### src/rtl/glb_container_validator_core_assert.svh
// assertion macros for the glb container validator rtl
// no dependencies; included by the top level
`ifndef GLB_CONTAINER_VALIDATOR_CORE_ASSERT_SVH
`define GLB_CONTAINER_VALIDATOR_CORE_ASSERT_SVH

// same-cycle implication, disabled while reset is low
`define GLB_CV_ASSERT_IMP(lbl, clk, rstn, ante, cons, msg) \
  lbl: assert property (@(posedge clk) disable iff (!(rstn)) (ante) |-> (cons)) \
    else $error(msg);

// next-cycle implication, disabled while reset is low
`define GLB_CV_ASSERT_NXT(lbl, clk, rstn, ante, cons, msg) \
  lbl: assert property (@(posedge clk) disable iff (!(rstn)) (ante) |=> (cons)) \
    else $error(msg);

`endif

### src/rtl/glb_cv_pkg.sv
// types and constants for the glb container validator
// no dependencies; used by every rtl module of the block
`default_nettype none

package glb_cv_pkg;

  typedef enum logic [1:0] {
    PH_HDR,
    PH_CHDR,
    PH_DATA,
    PH_DONE
  } phase_e;

  typedef enum logic [3:0] {
    ST_OK         = 4'd0,
    ST_SMALL      = 4'd1,
    ST_MAGIC      = 4'd2,
    ST_VERSION    = 4'd3,
    ST_LEN_BIG    = 4'd4,
    ST_LEN_SHORT  = 4'd5,
    ST_UNALIGNED  = 4'd6,
    ST_BOUNDS     = 4'd7,
    ST_JSON_POS   = 4'd8,
    ST_BIN_POS    = 4'd9,
    ST_TYPE       = 4'd10,
    ST_NO_JSON    = 4'd11,
    ST_EMPTY_JSON = 4'd12
  } status_e;

  localparam logic [31:0] HDR_MAGIC     = 32'h4654_6C67;
  localparam logic [31:0] GLB_JSON_TYPE = 32'h4E4F_534A;
  localparam logic [31:0] GLB_BIN_TYPE  = 32'h004E_4942;
  localparam logic [31:0] GLB_VERSION   = 32'd2;
  localparam logic [31:0] HDR_BYTES     = 32'd12;
  localparam logic [31:0] CHDR_BYTES    = 32'd8;
  localparam logic [31:0] FIRST_CHDR_END = 32'd20;

  // header byte positions where a word completes
  localparam logic [31:0] POS_MAGIC   = 32'd3;
  localparam logic [31:0] POS_VERSION = 32'd7;
  localparam logic [31:0] POS_TOTAL   = 32'd11;

  // offsets inside a chunk header where a word completes
  localparam logic [2:0] SUB_LEN  = 3'd3;
  localparam logic [2:0] SUB_TYPE = 3'd7;

  typedef struct packed {
    logic [7:0] byte_in;
    logic       last;
  } beat_t;

  typedef struct packed {
    status_e     status;
    logic [31:0] version;
    logic [31:0] total_length;
    logic [31:0] json_offset;
    logic [31:0] json_length;
    logic        has_bin;
    logic [31:0] bin_offset;
    logic [31:0] bin_length;
  } result_t;

endpackage

`default_nettype wire

### src/rtl/glb_cv_in_reg.sv
// input register of the glb container validator, holds one beat
// depends on glb_cv_pkg
`default_nettype none

module glb_cv_in_reg (
  input  wire logic              clk_i,
  input  wire logic              rst_ni,
  input  wire logic              in_valid_i,
  input  wire glb_cv_pkg::beat_t in_beat_i,
  output logic                   in_stall_o,
  input  wire logic              adv_i,
  output logic                   valid_o,
  output glb_cv_pkg::beat_t      beat_o
);

  logic              valid_q, valid_d;
  glb_cv_pkg::beat_t beat_q;
  logic              load;

  assign in_stall_o = valid_q & ~adv_i;
  assign load       = in_valid_i & ~in_stall_o;
  assign valid_d    = load | (valid_q & ~adv_i);

  always_ff @(posedge clk_i or negedge rst_ni) begin
    if (!rst_ni) begin
      valid_q <= 1'b0;
    end else begin
      valid_q <= valid_d;
    end
  end

  always_ff @(posedge clk_i) begin
    if (load) begin
      beat_q <= in_beat_i;
    end
  end

  assign valid_o = valid_q;
  assign beat_o  = beat_q;

endmodule

`default_nettype wire

### src/rtl/glb_cv_parse.sv
// parse state of the glb container validator: header and chunk walk
// one beat per step; depends on glb_cv_pkg
`default_nettype none

module glb_cv_parse (
  input  wire logic              clk_i,
  input  wire logic              rst_ni,
  input  wire logic              step_i,
  input  wire glb_cv_pkg::beat_t beat_i,
  input  wire logic [31:0]       file_size_i,
  output glb_cv_pkg::result_t    result_o
);

  glb_cv_pkg::phase_e  phase_q, phase_d;
  glb_cv_pkg::status_e err_q, err_d;
  logic [31:0] pos_q, pos_d;
  logic [31:0] word_q, word_d;
  logic [31:0] total_q, total_d;
  logic [31:0] version_q, version_d;
  logic [31:0] len_q, len_d;
  logic [31:0] ce_q, ce_d;
  logic [1:0]  cs_q, cs_d;
  logic [31:0] json_off_q, json_off_d;
  logic [31:0] json_len_q, json_len_d;
  logic [31:0] bin_off_q, bin_off_d;
  logic [31:0] bin_len_q, bin_len_d;
  logic        bin_seen_q, bin_seen_d;

  logic [2:0]  sub;
  logic [32:0] data_off;
  logic [33:0] chunk_end;
  logic        fit_zero;
  logic        fit_data;
  logic        data_hit;
  logic        take;
  glb_cv_pkg::status_e st;

  assign sub       = pos_q[2:0] - ce_q[2:0];
  assign data_off  = {1'b0, ce_q} + {1'b0, glb_cv_pkg::CHDR_BYTES};
  assign chunk_end = {1'b0, data_off} + {2'b0, len_q};
  // zero-length chunk: next header would start at data_off
  assign fit_zero  = ({1'b0, data_off} + {2'b0, glb_cv_pkg::CHDR_BYTES}) <= {2'b0, total_q};
  assign fit_data  = ({1'b0, ce_q} + {1'b0, glb_cv_pkg::CHDR_BYTES}) <= {1'b0, total_q};
  assign data_hit  = ({1'b0, pos_q} + 33'd1) == {1'b0, ce_q};

  always_comb begin
    phase_d    = phase_q;
    err_d      = err_q;
    pos_d      = (pos_q == '1) ? pos_q : pos_q + 32'd1;
    word_d     = {beat_i.byte_in, word_q[31:8]};
    total_d    = total_q;
    version_d  = version_q;
    len_d      = len_q;
    ce_d       = ce_q;
    cs_d       = cs_q;
    json_off_d = json_off_q;
    json_len_d = json_len_q;
    bin_off_d  = bin_off_q;
    bin_len_d  = bin_len_q;
    bin_seen_d = bin_seen_q;
    take       = 1'b0;

    if (err_q == glb_cv_pkg::ST_OK) begin
      case (phase_q)
        glb_cv_pkg::PH_HDR: begin
          if (pos_q == 32'd0 && file_size_i < glb_cv_pkg::HDR_BYTES) begin
            err_d   = glb_cv_pkg::ST_SMALL;
            phase_d = glb_cv_pkg::PH_DONE;
          end else if (pos_q == glb_cv_pkg::POS_MAGIC && word_d != glb_cv_pkg::HDR_MAGIC) begin
            err_d   = glb_cv_pkg::ST_MAGIC;
            phase_d = glb_cv_pkg::PH_DONE;
          end else if (pos_q == glb_cv_pkg::POS_VERSION) begin
            version_d = word_d;
            if (word_d != glb_cv_pkg::GLB_VERSION) begin
              err_d   = glb_cv_pkg::ST_VERSION;
              phase_d = glb_cv_pkg::PH_DONE;
            end
          end else if (pos_q == glb_cv_pkg::POS_TOTAL) begin
            total_d = word_d;
            if (word_d > file_size_i) begin
              err_d   = glb_cv_pkg::ST_LEN_BIG;
              phase_d = glb_cv_pkg::PH_DONE;
            end else if (word_d < glb_cv_pkg::HDR_BYTES) begin
              err_d   = glb_cv_pkg::ST_LEN_SHORT;
              phase_d = glb_cv_pkg::PH_DONE;
            end else begin
              ce_d    = glb_cv_pkg::HDR_BYTES;
              phase_d = (glb_cv_pkg::FIRST_CHDR_END <= word_d) ? glb_cv_pkg::PH_CHDR
                                                               : glb_cv_pkg::PH_DONE;
            end
          end
        end
        glb_cv_pkg::PH_CHDR: begin
          if (sub == glb_cv_pkg::SUB_LEN) begin
            len_d = word_d;
          end else if (sub == glb_cv_pkg::SUB_TYPE) begin
            if (len_q[1:0] != 2'b00) begin
              err_d   = glb_cv_pkg::ST_UNALIGNED;
              phase_d = glb_cv_pkg::PH_DONE;
            end else if (chunk_end > {2'b0, total_q}) begin
              err_d   = glb_cv_pkg::ST_BOUNDS;
              phase_d = glb_cv_pkg::PH_DONE;
            end else if (word_d == glb_cv_pkg::GLB_JSON_TYPE) begin
              if (cs_q != 2'd0) begin
                err_d   = glb_cv_pkg::ST_JSON_POS;
                phase_d = glb_cv_pkg::PH_DONE;
              end else begin
                json_off_d = data_off[31:0];
                json_len_d = len_q;
                take       = 1'b1;
              end
            end else if (word_d == glb_cv_pkg::GLB_BIN_TYPE) begin
              if (cs_q != 2'd1) begin
                err_d   = glb_cv_pkg::ST_BIN_POS;
                phase_d = glb_cv_pkg::PH_DONE;
              end else begin
                bin_off_d  = data_off[31:0];
                bin_len_d  = len_q;
                bin_seen_d = 1'b1;
                take       = 1'b1;
              end
            end else begin
              err_d   = glb_cv_pkg::ST_TYPE;
              phase_d = glb_cv_pkg::PH_DONE;
            end
            if (take) begin
              cs_d = (cs_q == 2'd3) ? cs_q : cs_q + 2'd1;
              // bounds check above keeps the end within 32 bits
              ce_d = chunk_end[31:0];
              if (len_q == 32'd0) begin
                phase_d = fit_zero ? glb_cv_pkg::PH_CHDR : glb_cv_pkg::PH_DONE;
              end else begin
                phase_d = glb_cv_pkg::PH_DATA;
              end
            end
          end
        end
        glb_cv_pkg::PH_DATA: begin
          if (data_hit) begin
            phase_d = fit_data ? glb_cv_pkg::PH_CHDR : glb_cv_pkg::PH_DONE;
          end
        end
        default: begin
        end
      endcase
    end
  end

  // verdict on the final beat, from the state after that beat
  always_comb begin
    st = err_d;
    if (st == glb_cv_pkg::ST_OK) begin
      if (phase_d == glb_cv_pkg::PH_HDR) begin
        st = glb_cv_pkg::ST_SMALL;
      end else if (phase_d != glb_cv_pkg::PH_DONE) begin
        st = glb_cv_pkg::ST_BOUNDS;
      end else if (cs_d == 2'd0) begin
        st = glb_cv_pkg::ST_NO_JSON;
      end else if (json_len_d == 32'd0) begin
        st = glb_cv_pkg::ST_EMPTY_JSON;
      end
    end
    result_o.status = st;
    if (st inside {[glb_cv_pkg::ST_SMALL : glb_cv_pkg::ST_LEN_SHORT]}) begin
      result_o.version      = '0;
      result_o.total_length = '0;
    end else begin
      result_o.version      = version_d;
      result_o.total_length = total_d;
    end
    result_o.json_offset = json_off_d;
    result_o.json_length = json_len_d;
    result_o.has_bin     = bin_seen_d;
    result_o.bin_offset  = bin_off_d;
    result_o.bin_length  = bin_len_d;
  end

  always_ff @(posedge clk_i or negedge rst_ni) begin
    if (!rst_ni) begin
      phase_q    <= glb_cv_pkg::PH_HDR;
      err_q      <= glb_cv_pkg::ST_OK;
      pos_q      <= '0;
      word_q     <= '0;
      total_q    <= '0;
      version_q  <= '0;
      len_q      <= '0;
      ce_q       <= '0;
      cs_q       <= '0;
      json_off_q <= '0;
      json_len_q <= '0;
      bin_off_q  <= '0;
      bin_len_q  <= '0;
      bin_seen_q <= 1'b0;
    end else if (step_i && beat_i.last) begin
      // stream finished: back to the start for the next file
      phase_q    <= glb_cv_pkg::PH_HDR;
      err_q      <= glb_cv_pkg::ST_OK;
      pos_q      <= '0;
      word_q     <= '0;
      total_q    <= '0;
      version_q  <= '0;
      len_q      <= '0;
      ce_q       <= '0;
      cs_q       <= '0;
      json_off_q <= '0;
      json_len_q <= '0;
      bin_off_q  <= '0;
      bin_len_q  <= '0;
      bin_seen_q <= 1'b0;
    end else if (step_i) begin
      phase_q    <= phase_d;
      err_q      <= err_d;
      pos_q      <= pos_d;
      word_q     <= word_d;
      total_q    <= total_d;
      version_q  <= version_d;
      len_q      <= len_d;
      ce_q       <= ce_d;
      cs_q       <= cs_d;
      json_off_q <= json_off_d;
      json_len_q <= json_len_d;
      bin_off_q  <= bin_off_d;
      bin_len_q  <= bin_len_d;
      bin_seen_q <= bin_seen_d;
    end
  end

endmodule

`default_nettype wire

### src/rtl/glb_cv_out_reg.sv
// result register of the glb container validator
// depends on glb_cv_pkg
`default_nettype none

module glb_cv_out_reg (
  input  wire logic                clk_i,
  input  wire logic                rst_ni,
  input  wire logic                load_i,
  input  wire glb_cv_pkg::result_t result_i,
  input  wire logic                out_stall_i,
  output logic                     out_valid_o,
  output glb_cv_pkg::result_t      result_o
);

  logic                valid_q, valid_d;
  glb_cv_pkg::result_t result_q;

  // load is only raised when the register is free or being emptied
  assign valid_d = load_i | (valid_q & out_stall_i);

  always_ff @(posedge clk_i or negedge rst_ni) begin
    if (!rst_ni) begin
      valid_q <= 1'b0;
    end else begin
      valid_q <= valid_d;
    end
  end

  always_ff @(posedge clk_i) begin
    if (load_i) begin
      result_q <= result_i;
    end
  end

  assign out_valid_o = valid_q;
  assign result_o    = result_q;

endmodule

`default_nettype wire

### src/rtl/glb_container_validator_core.sv
// glb container validator top level: input register, parse step, result register
// result path: the final beat is registered in the input register, then its result in the result register
// throughput: one beat per cycle; the input stalls only when a final beat waits
// behind a result that is still held by out_stall_i
// reset: all parse state and file_size clear to zero, no beat or result pending
// depends on glb_cv_pkg, glb_cv_in_reg, glb_cv_parse, glb_cv_out_reg
`default_nettype none

`include "glb_container_validator_core_assert.svh"

module glb_container_validator_core (
  input  wire logic        clk_i,
  input  wire logic        rst_ni,
  input  wire logic        cfg_we_i,
  input  wire logic [31:0] cfg_wdata_i,
  input  wire logic        in_valid_i,
  output logic             in_stall_o,
  input  wire logic [7:0]  byte_in_i,
  input  wire logic        last_i,
  output logic             out_valid_o,
  input  wire logic        out_stall_i,
  output logic [3:0]       status_o,
  output logic [31:0]      version_o,
  output logic [31:0]      total_length_o,
  output logic [31:0]      json_offset_o,
  output logic [31:0]      json_length_o,
  output logic             has_bin_o,
  output logic [31:0]      bin_offset_o,
  output logic [31:0]      bin_length_o
);

  logic [31:0]         file_size_q;
  glb_cv_pkg::beat_t   in_beat;
  glb_cv_pkg::beat_t   s1_beat;
  logic                s1_valid;
  logic                adv;
  logic                step;
  glb_cv_pkg::result_t res_next;
  glb_cv_pkg::result_t res_out;

  always_ff @(posedge clk_i or negedge rst_ni) begin
    if (!rst_ni) begin
      file_size_q <= '0;
    end else if (cfg_we_i) begin
      file_size_q <= cfg_wdata_i;
    end
  end

  assign in_beat.byte_in = byte_in_i;
  assign in_beat.last    = last_i;

  // a final beat must wait while the previous result is still stalled
  assign adv  = ~(s1_beat.last & out_valid_o & out_stall_i);
  assign step = s1_valid & adv;

  glb_cv_in_reg u_in_reg (
    .clk_i      (clk_i),
    .rst_ni     (rst_ni),
    .in_valid_i (in_valid_i),
    .in_beat_i  (in_beat),
    .in_stall_o (in_stall_o),
    .adv_i      (adv),
    .valid_o    (s1_valid),
    .beat_o     (s1_beat)
  );

  glb_cv_parse u_parse (
    .clk_i       (clk_i),
    .rst_ni      (rst_ni),
    .step_i      (step),
    .beat_i      (s1_beat),
    .file_size_i (file_size_q),
    .result_o    (res_next)
  );

  glb_cv_out_reg u_out_reg (
    .clk_i       (clk_i),
    .rst_ni      (rst_ni),
    .load_i      (step & s1_beat.last),
    .result_i    (res_next),
    .out_stall_i (out_stall_i),
    .out_valid_o (out_valid_o),
    .result_o    (res_out)
  );

  assign status_o       = res_out.status;
  assign version_o      = res_out.version;
  assign total_length_o = res_out.total_length;
  assign json_offset_o  = res_out.json_offset;
  assign json_length_o  = res_out.json_length;
  assign has_bin_o      = res_out.has_bin;
  assign bin_offset_o   = res_out.bin_offset;
  assign bin_length_o   = res_out.bin_length;

  `GLB_CV_ASSERT_IMP(a_stall_cause, clk_i, rst_ni, in_stall_o, out_valid_o && out_stall_i && s1_beat.last, "input stalled without a blocked result")
  `GLB_CV_ASSERT_IMP(a_status_range, clk_i, rst_ni, out_valid_o, status_o <= glb_cv_pkg::ST_EMPTY_JSON, "status code out of range")
  `GLB_CV_ASSERT_IMP(a_ok_json, clk_i, rst_ni, out_valid_o && status_o == glb_cv_pkg::ST_OK, json_length_o != 32'd0 && json_offset_o == glb_cv_pkg::FIRST_CHDR_END && version_o == glb_cv_pkg::GLB_VERSION, "ok result without a valid json chunk")
  `GLB_CV_ASSERT_IMP(a_no_bin, clk_i, rst_ni, out_valid_o && !has_bin_o, bin_length_o == 32'd0 && bin_offset_o == 32'd0, "bin fields set without a bin chunk")
  `GLB_CV_ASSERT_NXT(a_last_result, clk_i, rst_ni, step && s1_beat.last, out_valid_o, "final beat gave no result")

endmodule

`default_nettype wire
### config.mk
export PLATFORM = sky130hd
export DESIGN_NAME = glb_container_validator_core
export DESIGN_NICKNAME = d
export VERILOG_FILES = /design/src/rtl/glb_cv_pkg.sv /design/src/rtl/glb_cv_in_reg.sv /design/src/rtl/glb_cv_parse.sv /design/src/rtl/glb_cv_out_reg.sv /design/src/rtl/glb_container_validator_core.sv
export VERILOG_INCLUDE_DIRS = /design/src /design/src/rtl
export SDC_FILE = /design/constraint.sdc
export NUM_CORES = 1
export LEC_CHECK = 0
export ABC_AREA = 1
export BUFFER_PORTS_ARGS = -buffer_cell sky130_fd_sc_hd__clkbuf_2
export CORE_MARGIN = 5
export CORE_UTILIZATION = 40
export DETAILED_ROUTE_END_ITERATION = 7
export GPL_ROUTABILITY_DRIVEN = 0
export HOLD_SLACK_MARGIN = 0.08
export SLEW_MARGIN = 25
export SYNTH_ARGS = -nofsm -noshare
export SYNTH_HDL_FRONTEND = slang
export SYNTH_SLANG_ARGS = --single-unit
### constraint.sdc
create_clock -name clk_i -period 11.9 [get_ports clk_i]
set_input_delay 1.19 -clock clk_i [delete_from_list [all_inputs] [get_ports clk_i]]
set_output_delay 1.19 -clock clk_i [all_outputs]
set_load 0.01 [all_outputs]
# After elaboration in Yosys (flattened, before gate mapping)
# Cells that the tools add are included.
totals:
  in_bits: 46
  out_inout_bits: 199
  word_cells: 260
  ff_bits: 569
op_classes:
  add_sub_neg: 7
  bitwise: 11
  n_lt_le_gt_ge: 9
  n_reduce_logical: 22
  n_eq_ne: 26
  mux: 158
op_table:
  columns: ["cell", "count"]
  rows:
  - ["32-bit 2-to-1 mux", 79]
  - ["32-bit zero test", 3]
  - ["4-bit 2-to-1 mux", 23]
  - ["32-bit by 4-bit < comparator with 1-bit output (second input constant)", 2]
  - ["2-bit 2-to-1 mux", 32]
  - ["32-bit case mux with 2 select lines", 1]
  - ["33-bit by 32-bit adder with 34-bit output", 1]
  - ["33-bit by 4-bit adder with 34-bit output (second input constant)", 1]
  - ["34-bit by 32-bit > comparator with 1-bit output", 1]
  - ["34-bit by 32-bit less-or-equal comparator with 1-bit output", 1]
  - ["32-bit by 1-bit adder with 33-bit output (second input constant)", 1]
  - ["32-bit by 4-bit adder with 33-bit output (second input constant)", 1]
  - ["33-bit by 32-bit == test with 1-bit output", 1]
  - ["33-bit by 32-bit less-or-equal comparator with 1-bit output", 1]
  - ["32-bit by 1-bit adder with 32-bit output (second input constant)", 1]
  - ["32-bit by 2-bit == test with 1-bit output (second input constant)", 1]
  - ["32-bit by 23-bit == test with 1-bit output (second input constant)", 1]
  - ["32-bit by 3-bit == test with 1-bit output (second input constant)", 1]
  - ["32-bit by 31-bit == test with 1-bit output (second input constant)", 1]
  - ["32-bit == test (second input constant)", 1]
  - ["32-bit by 4-bit == test with 1-bit output (second input constant)", 1]
  - ["32-bit > comparator", 1]
  - ["5-bit by 32-bit less-or-equal comparator with 1-bit output (first input constant)", 1]
  - ["32-bit by 2-bit != test with 1-bit output (second input constant)", 1]
  - ["other kinds (27)", 75]

# Depth between registers and ports, before layout
# Gate-level depths: netlist (run 1).
logic_depth:
  word_depth: 22
  ltp_mapped: 52
  ltp_nobuf: 50

# Modules after synthesis
# Synthesis (run 1) repeated with hierarchy kept, for this count alone.
unflattened:
  cells_unflattened: 3856
  hier_area_um2: 31754.2
modules_own_cells:
  columns: ["mod", "area_per_inst_um2", "instances", "seq_area_each_um2", "cells_per_inst"]
  rows:
  - ["glb_cv_parse", 24035.6, 1, 8032.7, 3498]
  - ["glb_cv_out_reg", 5952.0, 1, 5940.7, 201]
  - ["glb_container_validator_core", 1438.9, 1, 800.8, 141]
  - ["glb_cv_in_reg", 327.8, 1, 295.3, 16]

# Worst setup path after synthesis (run 1)
# OpenSTA, ideal clock, no wires.
synth_timing:
  kind: "input -> register"
  start: "input port out_stall_i"
  end: "register u_parse.err_q[2]"
  t_required_ns: 11.487
  setup_slack_ns: 4.007
  setup_ns: 0.413
  stages: 7
  path_buffers: 1
  arrival_ns: 7.480
  path_cell_list: "nand3_1 nand2_1 inv_1 nand2_1 inv_1 clkbuf_1 o21ai_0"
synth_via:
  elab_chain_len: 5
  elab_cells_between_ends: 6
  classes_between: "1 x mux; 3 x bitwise; 2 x reduce/logical"
synth_lines:
  columns: ["item", "line", "text"]
  rows:
  - ["start, declared", "glb_container_validator_core.sv:21", "input wire logic out_stall_i,"]
  - ["1-bit bitwise AND *", "glb_container_validator_core.sv:53", "assign adv = ~(s1_beat.last & out_valid_o & out_stall_i);"]
  - ["1-bit inverter *", "glb_container_validator_core.sv:53", null]
  - ["1-bit bitwise AND *", "glb_container_validator_core.sv:54", "assign step = s1_valid & adv;"]
  - ["1-bit logical AND", "glb_cv_parse.sv:194", "end else if (step_i && beat_i.last) begin"]
  - ["4-bit 2-to-1 mux or 2-bit nonzero test (tied branches)", null, null]
  - ["end signal, assigned", "glb_cv_parse.sv:181", "err_q <= glb_cv_pkg::ST_OK;"]
  - ["end signal, assigned", "glb_cv_parse.sv:197", "err_q <= glb_cv_pkg::ST_OK;"]
  - ["end signal, assigned", "glb_cv_parse.sv:212", "err_q <= err_d;"]
  - ["end, declared", "glb_cv_parse.sv:15", "glb_cv_pkg::status_e err_q, err_d;"]
# Every way passes the cells marked *; elsewhere a longest branch is shown, timed or not.
# A chain may end at the register's enable or synchronous reset.

# Final worst setup path (run 1)
layout_timing:
  start: "register u_parse.ce_q[3]"
  end: "register u_out_reg.result_q (netlist bit u_out_reg.result_o[141]) (data pin)"
layout_via:
  elab_chain_len: 21
  elab_cells_between_ends: 54
  classes_between: "3 x add/sub; 5 x order compare; 2 x eq/ne; 39 x mux; 5 x reduce/logical"
layout_lines:
  columns: ["item", "line", "text"]
  rows:
  - ["start, declared", "glb_cv_parse.sv:21", "logic [31:0] ce_q, ce_d;"]
  - ["start signal, assigned", "glb_cv_parse.sv:187", "ce_q <= '0;"]
  - ["start signal, assigned", "glb_cv_parse.sv:203", "ce_q <= '0;"]
  - ["start signal, assigned", "glb_cv_parse.sv:218", "ce_q <= ce_d;"]
  - ["32-bit by 4-bit adder with 33-bit output", "glb_cv_parse.sv:39, glb_cv_parse.sv:43", null]
  - ["33-bit by 32-bit adder with 34-bit output", "glb_cv_parse.sv:40", "assign chunk_end = {1'b0, data_off} + {2'b0, len_q};"]
  - ["34-bit by 32-bit > comparator with 1-bit output", "glb_cv_parse.sv:100", "end else if (chunk_end > {2'b0, total_q}) begin"]
  - ["1-bit 2-to-1 mux", "glb_cv_parse.sv:100", null]
  - ["1-bit 2-to-1 mux", "glb_cv_parse.sv:97", "if (len_q[1:0] != 2'b00) begin"]
  - ["1-bit 2-to-1 mux", "glb_cv_parse.sv:96", "end else if (sub == glb_cv_pkg::SUB_TYPE) begin"]
  - ["1-bit 2-to-1 mux", "glb_cv_parse.sv:94", "if (sub == glb_cv_pkg::SUB_LEN) begin"]
  - ["1-bit 2-to-1 mux", "glb_cv_parse.sv:64", "case (phase_q)"]
  - ["[... 5 more ...]", null, null]
  - ["2-bit 2-to-1 mux", "glb_cv_parse.sv:63", "if (err_q == glb_cv_pkg::ST_OK) begin"]
  - ["2-bit zero test", "glb_cv_parse.sv:157", "end else if (cs_d == 2'd0) begin"]
  - ["4-bit 2-to-1 mux", "glb_cv_parse.sv:157", null]
  - ["4-bit 2-to-1 mux", "glb_cv_parse.sv:155", "end else if (phase_d != glb_cv_pkg::PH_DONE) begin"]
  - ["4-bit 2-to-1 mux", "glb_cv_parse.sv:153", "if (phase_d == glb_cv_pkg::PH_HDR) begin"]
  - ["4-bit 2-to-1 mux *", "glb_cv_parse.sv:152", "if (st == glb_cv_pkg::ST_OK) begin"]
  - ["4-bit by 1-bit greater-or-equal comparator with 1-bit output or 4-bit by 3-bit less-or-equal comparator with 1-bit output (tied branches)", "glb_cv_parse.sv:164", "if (st inside {[glb_cv_pkg::ST_SMALL : glb_cv_pkg::ST_LEN_SHORT]}) begin"]
  - ["1-bit logical AND *", "glb_cv_parse.sv:164", null]
  - ["end signal, assigned", "glb_cv_out_reg.sv:31", "result_q <= result_i;"]
  - ["end, declared", "glb_cv_out_reg.sv:16", "glb_cv_pkg::result_t result_q;"]
# Every way passes the cells marked *; elsewhere a longest branch is shown, timed or not. The select of a mux whose other input is x is not followed.

==> results by group, run 1 <==
Outcome
  – Run status: finished clean

Pwr
  – Sequential share of power: roughly two fifths
  – Internal power: around 3.6 mW
  – P per Cell Area: 166 nW/um^2
  – NetSw: 2.18 mW
  – Total power: 5.79 mW
  – Combinational Power Share: 27.8%
  – Net Sw Frac: between 30% and 40%
  – Clock power frac: 33.7%
  – Leakage: between 15 and 20 nW
  – VDD IR-drop max: 0.509 mV

Floorplanning
  – Ports: between 200 and 250
  – Die ar.: between 80,000 and 90,000 sq um
  – FP Rows: 101
  – Die X: ~290 um
  – Initial Utilization: 40.4%
  – Die Span Y: 287 um
  – Placeable Area: 75,900 sq um

Logic synthesis
  – Post-synthesis cell type count: 59
  – Post-synth top area cell: dfrtp_1
  – Seq/Total Area, Yosys: 49.1%
  – Yosys top cell area share: 29.0%
  – Fraction of registers with async set/reset: 63.3%
  – Number of synthesized register bits: 561
  – Most numerous cell in the Yosys netlist: nand2_1
  – Top cells by count, synth: nand2_1, inv_1, dfrtp_1
  – Syn_nets: approximately 3.7k
  – Synth top area cells: dfrtp_1, edfxtp_1, nand2_1, ha_1, inv_1
  – Synthesized cell area: 30,700 sq um
  – Cells after synthesis: 3,533
  – Post-synth EDFFs: between 200 and 250
  – Top_reg_cell synth: dfrtp_1
  – Syn avg cell area: 8.68 sq um
  – Synth warn: 0

STA
  – Skew final: roughly 0.027 ns
  – RSZ-0062 raised after global routing: no
  – Period utilization: approximately three quarters
  – Fmax achieved: 111 MHz
  – Worst-Margin Slew: about 0.99 ns
  – Final setup vio count: 0
  – Final hold vios: 0
  – Total Neg Setup Slack: 0 ns
  – Final WS setup: 2.88 ns
  – Fin crit period: 9.02 ns
  – Max-slew violations: 0
  – Hold WS: 0.497 ns
  – Slew headroom: 33.6%

Placed design
  – Pre-CTS setup slack: about 3.1 ns
  – Post-placement cell area: about 33,000 sq um
  – # port buffers: 244
  – Hpwl dp: 76.5 mm
  – Placed cell count: around 4.7k

Drt
  – Routed Antenna Nets: 0
  – WL final: 104 mm
  – Vias: about 26k
  – DR vias/cell: 5.40
  – Wire length per cell: 21.5 um
  – DR DRC count: 0
  – Iter 0 DRT Violations: 2,535
  – DR pass1 iterations: 5

Critical path
  – Crit path kind: flop to flop
  – CP Launch Type: flop
  – Crit path max fanout: 64
  – CP max stage delay: 0.65 ns
  – Stages on the worst setup path: 44
  – Slowest stage cell, crit path: buf_4
  – Delay-heaviest family, CP: simple AND/OR/NAND/NOR gates
  – Cell mode on critical path: nand2_1
  – Arr. time, crit path: 9.38 ns
  – Worst setup startpoint: u_parse.ce_q[3]
  – Buffers & Inverters on Critical Path: 5
  – WP data required: roughly 12 ns
  – Reg2reg start: u_parse.ce_q[3]
  – Worst R2R Path Depth: 44
  – Crit Reg-Reg Endpoint: u_out_reg.result_o[141]
  – Critical Path Sink: u_out_reg.result_o[141]
  – Worst R2R Setup Slack: 2.88 ns
  – Worst Setup End Kind: flop

CTS
  – CTS clk-pin slew, worst paths: 0.06 ns
  – Hold Buf Count CTS: 0
  – Root buffer cell: clkbuf_16
  – Post-CTS Setup Inserts: 0
  – Post-cts sizing count: 0
  – Bufs on Longest Clock Path: 3
  – Num CTS Buffers: 61
  – CTS tree: yes
  – Clock Sinks: 561
  – CTS H-tree depth: 2
  – Clk_lat worst skew: around 0.65 ns

Global routing
  – Largest net degree at the start of global routing: 148
  – First-pass GRT wire length: 155 mm
  – Initial antenna violation count: 9
  – Overflow after GRT: 0
  – Tot GR Track Use: 24.6%
  – Vias in the first global route: 25.0k

Cells and area
  – Area grow syn2layout: 13.7%
  – FF/Latch Area: 15,100 sq um
  – Layout Utilization: 45.9%
  – # diodes: 0
  – Design area: 34,800 sq um
  – Fraction of final layout cells sized beyond drive strength 1: 12.2%
  – Fillers: 7,383
  – Footprint of the multi-input gates: 13,100 sq um
  – NumNets Final: 3,948
  – Post-Layout Cell Count: 4,818

Worst hold path
  – Hold crit path type: input pin to asynchronous set/reset pin

Flow run
  – Max-cap violations: 0
## registers in the layout, indices dropped and copies added, names as in the netlist, 32 cells and up
signal              flops
u_parse.version_q      32
file_size_q            32
u_parse.len_q          32
u_parse.bin_off_q      32
u_parse.pos_q          32
u_out_reg.result_o    197
u_parse.json_len_q     32
u_parse.ce_q           32
u_parse.total_q        32
u_parse.bin_len_q      32
u_parse.json_off_q     32
## cell usage in the layout (no fill, tap or decap), types with 14 or more instances in the layout
cell type,instances
ha_1,165
a22o_1,92
nand3_1,166
nor4_1,24
nor2_2,40
o21ai_0,278
nor2_1,246
nand2_1,763
edfxtp_1,206
inv_1,488
a21oi_1,101
o22ai_1,166
clkbuf_16,63
xor2_1,71
nor3_1,38
o21ai_1,21
dfrtp_1,355
buf_4,23
xnor2_1,14
nand4_1,62
clkbuf_2,242
## power groups by stage
| stage | Combinational [mW] | Sequential, mW | Clock (mW) |
|---|---|---|---|
| after floorplan | 1.40 | 2.23 | 0 |
| after global placement | 1.60 | 2.26 | 0 |
| after detailed placement | 1.60 | 2.26 | 0 |
| after CTS | 1.60 | 2.23 | 1.98 |
| after global routing | 1.76 | 2.24 | 2.06 |
| final | 1.61 | 2.23 | 1.95 |
## cell families after synthesis
kind of cell             after synthesis  synth area share [%]
XOR/XNOR                              86                  2.48
AND/OR/NAND/NOR                     1379                  19.4
adder cells (fa/ha/maj)              167                  6.86
multiplexers                           3                 0.110
buffers and inverters                630                  8.16
AO/OA/AOI/OAI                        707                  13.8
flip-flops                           561                  49.1
## layer usage
metal / global-route usage [%] / wire (um)
met3: 4.48 / 8310
met4: 13.2 / 6650
met2: 39.2 / 46600
met5: 0 / 47
met1: 32.0 / 41900
## how the worst min path moves through the flow
stage / from / endpoint / cells past startpoint / slack, ns
global route: u_parse.json_off_q[5] / u_parse.json_off_q[5] / 1 / 0.51
floorplan: u_parse.json_len_q[0] / u_parse.json_len_q[0] / 2 / 0.45
global placement: u_parse.json_len_q[0] / u_parse.json_len_q[0] / 2 / 0.47
detailed placement: u_parse.json_len_q[1] / u_parse.json_len_q[1] / 2 / 0.48
finish: rst_ni / file_size_q[22] / 1 / 0.50
CTS: u_parse.json_len_q[1] / u_parse.json_len_q[1] / 2 / 0.50
## area by class of cell
type / instances / share of cell area (%)
sequential: 561 / 43.2
multi-input combinational: 2342 / 37.7
inverter: 501 / 5.43
clock buffer: 80 / 4.82
timing repair buffer: 268 / 4.09
tap: 1030 / 3.70
clock inverter: 36 / 1.04
No activity file was read; power rests on OpenSTA's default activity.
==> run 2, diff against run 1 <==
--- a/config.mk
+++ b/config.mk
@@ -6,7 +6,7 @@
 export SDC_FILE = /design/constraint.sdc
 export NUM_CORES = 1
 export LEC_CHECK = 0
-export ABC_AREA = 1
+export ABC_AREA = 0
 export BUFFER_PORTS_ARGS = -buffer_cell sky130_fd_sc_hd__clkbuf_2
 export CORE_MARGIN = 5
 export CORE_UTILIZATION = 40
==> constraint.sdc (replaced) <==
create_clock -name clk_i -period 7.75 [get_ports clk_i]
set_input_delay 0.775 -clock clk_i [delete_from_list [all_inputs] [get_ports clk_i]]
set_output_delay 0.775 -clock clk_i [all_outputs]
set_load 0.01 [all_outputs]
==> results by group, run 2 <==
CTS
  – CTS clk-pin slew, worst paths: 0.07 ns (about the same)
  – Num CTS Buffers: 60 (-1.6%)
  – CTS H-tree depth: 2 (unchanged)
  – Clock Sinks: 561 (unchanged)
  – Clk_lat worst skew: 0.65 ns (about the same)
  – Root buffer cell: clkbuf_16
  – Hold Buf Count CTS: 0 (unchanged)
  – CTS tree: yes
  – Bufs on Longest Clock Path: 3 (unchanged)

Floorplanning
  – Die X: 289 um (+0.90%)
  – Initial Utilization: 40.3% (-0.051 points)
  – Placeable Area: 77,500 sq um (+2.0%)
  – Die ar.: 83,800 sq um (+1.8%)
  – FP Rows: 102 (+0.99%)
  – Die Span Y: 289 um (+0.90%)
  – Ports: 245 (unchanged)

Flow run
  – Max-cap violations: 0 (unchanged)

Pwr
  – VDD IR-drop max: 0.185 mV (-64%)
  – P per Cell Area: 192 nW/um^2 (+15%)
  – Leakage: 15.7 nW (-7.2%)

Cells and area
  – Fillers: 7,403 (+0.27%)
  – NumNets Final: 3,583 (-9.2%)
  – Design area: 35,900 sq um (+3.1%)
  – Number of flip-flops in the largest register: 197 (unchanged)
  – Layout Utilization: 46.4% (+0.49 points)
  – Fraction of final layout cells sized beyond drive strength 1: 18.1% (+5.8 points)
  – Commonest non-fill, non-tap cell in the layout: nand2_1
  – Most frequent cells in the layout: nand2_1, dfrtp_1, clkbuf_2, o21ai_0, edfxtp_1
  – Footprint of the multi-input gates: 15,100 sq um (+15%)
  – Area grow syn2layout: 15.0%
  – FF/Latch Area: 15,100 sq um (about the same)
  – # diodes: 0 (unchanged)

Critical path
  – WP data required: 8.23 ns (-4.03 ns)
  – Worst Setup End Kind: flop
  – Arr. time, crit path: 7.93 ns (-1.45 ns)
  – CP max stage delay: 0.59 ns (-0.06 ns)
  – Crit path max fanout: 29 (-55%)
  – Slowest stage cell, crit path: or4_4
  – Crit path kind: flop to flop
  – CP Launch Type: flop

Global routing
  – Largest net degree at the start of global routing: 142 (-4.1%)
  – Initial antenna violation count: 0 (-9)
  – Vias in the first global route: 24.8k (-0.52%)
  – Tot GR Track Use: 24.7% (+0.11 points)
  – First-pass GRT wire length: 159 mm (+2.4%)
  – Overflow after GRT: 0 (unchanged)

Logic synthesis
  – Top cells by count, synth: nand2_1, dfrtp_1, o21ai_0
  – Most numerous cell in the Yosys netlist: nand2_1
  – Syn avg cell area: 9.83 sq um (+13%)
  – Post-synth EDFFs: 206 (unchanged)
  – Seq/Total Area, Yosys: 48.2% (-0.90 points)
  – Yosys top cell area share: 28.4% (-0.53 points)
  – Synthesized cell area: 31,200 sq um (+1.9%)
  – Cells after synthesis: 3,178 (-10%)
  – Post-synthesis cell type count: 89 (+51%)
  – Syn_nets: 3,391 (-9.5%)
  – Post-synth top area cell: dfrtp_1
  – Top_reg_cell synth: dfrtp_1
  – Fraction of registers with async set/reset: 63.3% (unchanged)
  – Number of synthesized register bits: 561 (unchanged)
  – Synth top area cells: dfrtp_1, edfxtp_1, nand2_1, ha_1, a22o_1
  – Synth warn: 0 (unchanged)

Drt
  – DR vias/cell: 5.86 (+8.6%)
  – Routed Antenna Nets: 0 (unchanged)
  – DR pass1 iterations: 8 (+3)
  – Iter 0 DRT Violations: 2,822 (+11%)
  – DR DRC count: 0 (unchanged)
  – Wire length per cell: 24.0 um (+12%)
  – WL final: 107 mm (+3.3%)
  – Vias: 26.2k (+0.58%)

Placed design
  – Post-placement cell area: 33,600 sq um (+2.6%)
  – Hpwl dp: 76.8 mm (+0.38%)
  – # port buffers: 244 (unchanged)
  – Pre-CTS setup slack: 0.100 ns (-3.00 ns)

STA
  – Max-slew violations: 0 (unchanged)
  – Total Neg Setup Slack: 0 ns (unchanged)
  – Final WS setup: 0.295 ns (-2.58 ns)
  – Fin crit period: 7.46 ns (-1.57 ns)
  – Final hold vios: 0 (unchanged)
  – Period utilization: 96.2% (+20 points)
  – Final setup vio count: 0 (unchanged)
  – Skew final: 0.0281 ns (+0.000904 ns)
  – Fmax achieved: 134 MHz (+21%)
  – Worst-Margin Slew: 1.13 ns (+0.139 ns)
  – Hold WS: 0.119 ns (-0.378 ns)
  – Slew headroom: 24.0% (-9.6 points)

Worst hold path
  – Hold crit path type: input pin to asynchronous set/reset pin

Outcome
  – Run status: finished clean
-- run 2: repair_timing --
action,4_1_cts,5_1_grt
endpoints found under the setup margin,0,330
resized for setup,0,42
setup buffers,0,9
-- run 2: final timing paths --
check	from	to	slack, ns	cells after the start
max in group asynchronous	rst_ni	u_parse.json_off_q[22]	6.28	2
min	rst_ni	file_size_q[27]	0.12	1
min reg2reg	u_parse.bin_off_q[31]	u_parse.bin_off_q[31]	0.47	2
max reg2reg	u_parse.ce_q[12]	u_out_reg.result_o[137]	0.29	32
min in group clk_i	byte_in_i[4]	u_in_reg.beat_o[5]	0.31	1
max	u_parse.ce_q[12]	u_out_reg.result_o[137]	0.29	32
-- run 2: routing by layer --
layer	up-vias	GRT usage, %	part of all wire (%)
li1	11900	-	-
met1	13000	33.9	42
met2	1040	40.3	47
met3	222	3.59	7.0
met4	0	8.50	4.1
met5	-	0	0
-- run 2: per-stage QoR --
| stage | power (mW) | instances |
|---|---|---|
| after detailed placement | 3.97 | 4338 |
| after floorplan | 3.71 | 3178 |
| after global placement | 3.97 | 4338 |
| final | 6.89 | 4462 |
| after CTS | 6.92 | 4452 |
| after global routing | 7.11 | 4462 |
-- run 2: report_power, final --
part	switching [mW]	internal, mW
combinational	0.431	0.202
sequential	0.126	3.18
clock	1.26	1.69
-- run 2: kinds of logic after synthesis --
family / synth area share, %
AOI/OAI and AO/OA: 18.4
xor gates and xnor gates: 3.25
adders and majority gates: 6.74
buffers and inverters: 4.33
DFF: 48.2
muxes: 1.97
and+or+nand+nor: 17.1
-- run 2: final cells by class --
class | count | area share (%)
Clock buffer | 86 | 4.59
Tap cell | 1040 | 3.62
Multi-Input combinational cell | 2290 | 41.9
Timing Repair Buffer | 342 | 5.74
Sequential cell | 561 | 42.0
Clock inverter | 28 | 0.923
Inverter | 115 | 1.22
-- run 2: worst max-delay path, delay by kind of cell (launching register included) --
kind,cells,cell delay [ns]
AOI/OAI and AO/OA,12,2.17
xor gates and xnor gates,2,0.36
adders and majority gates,2,0.58
buffers and inverters,4,0.68
DFF,1,0.39
and+or+nand+nor,12,3.07
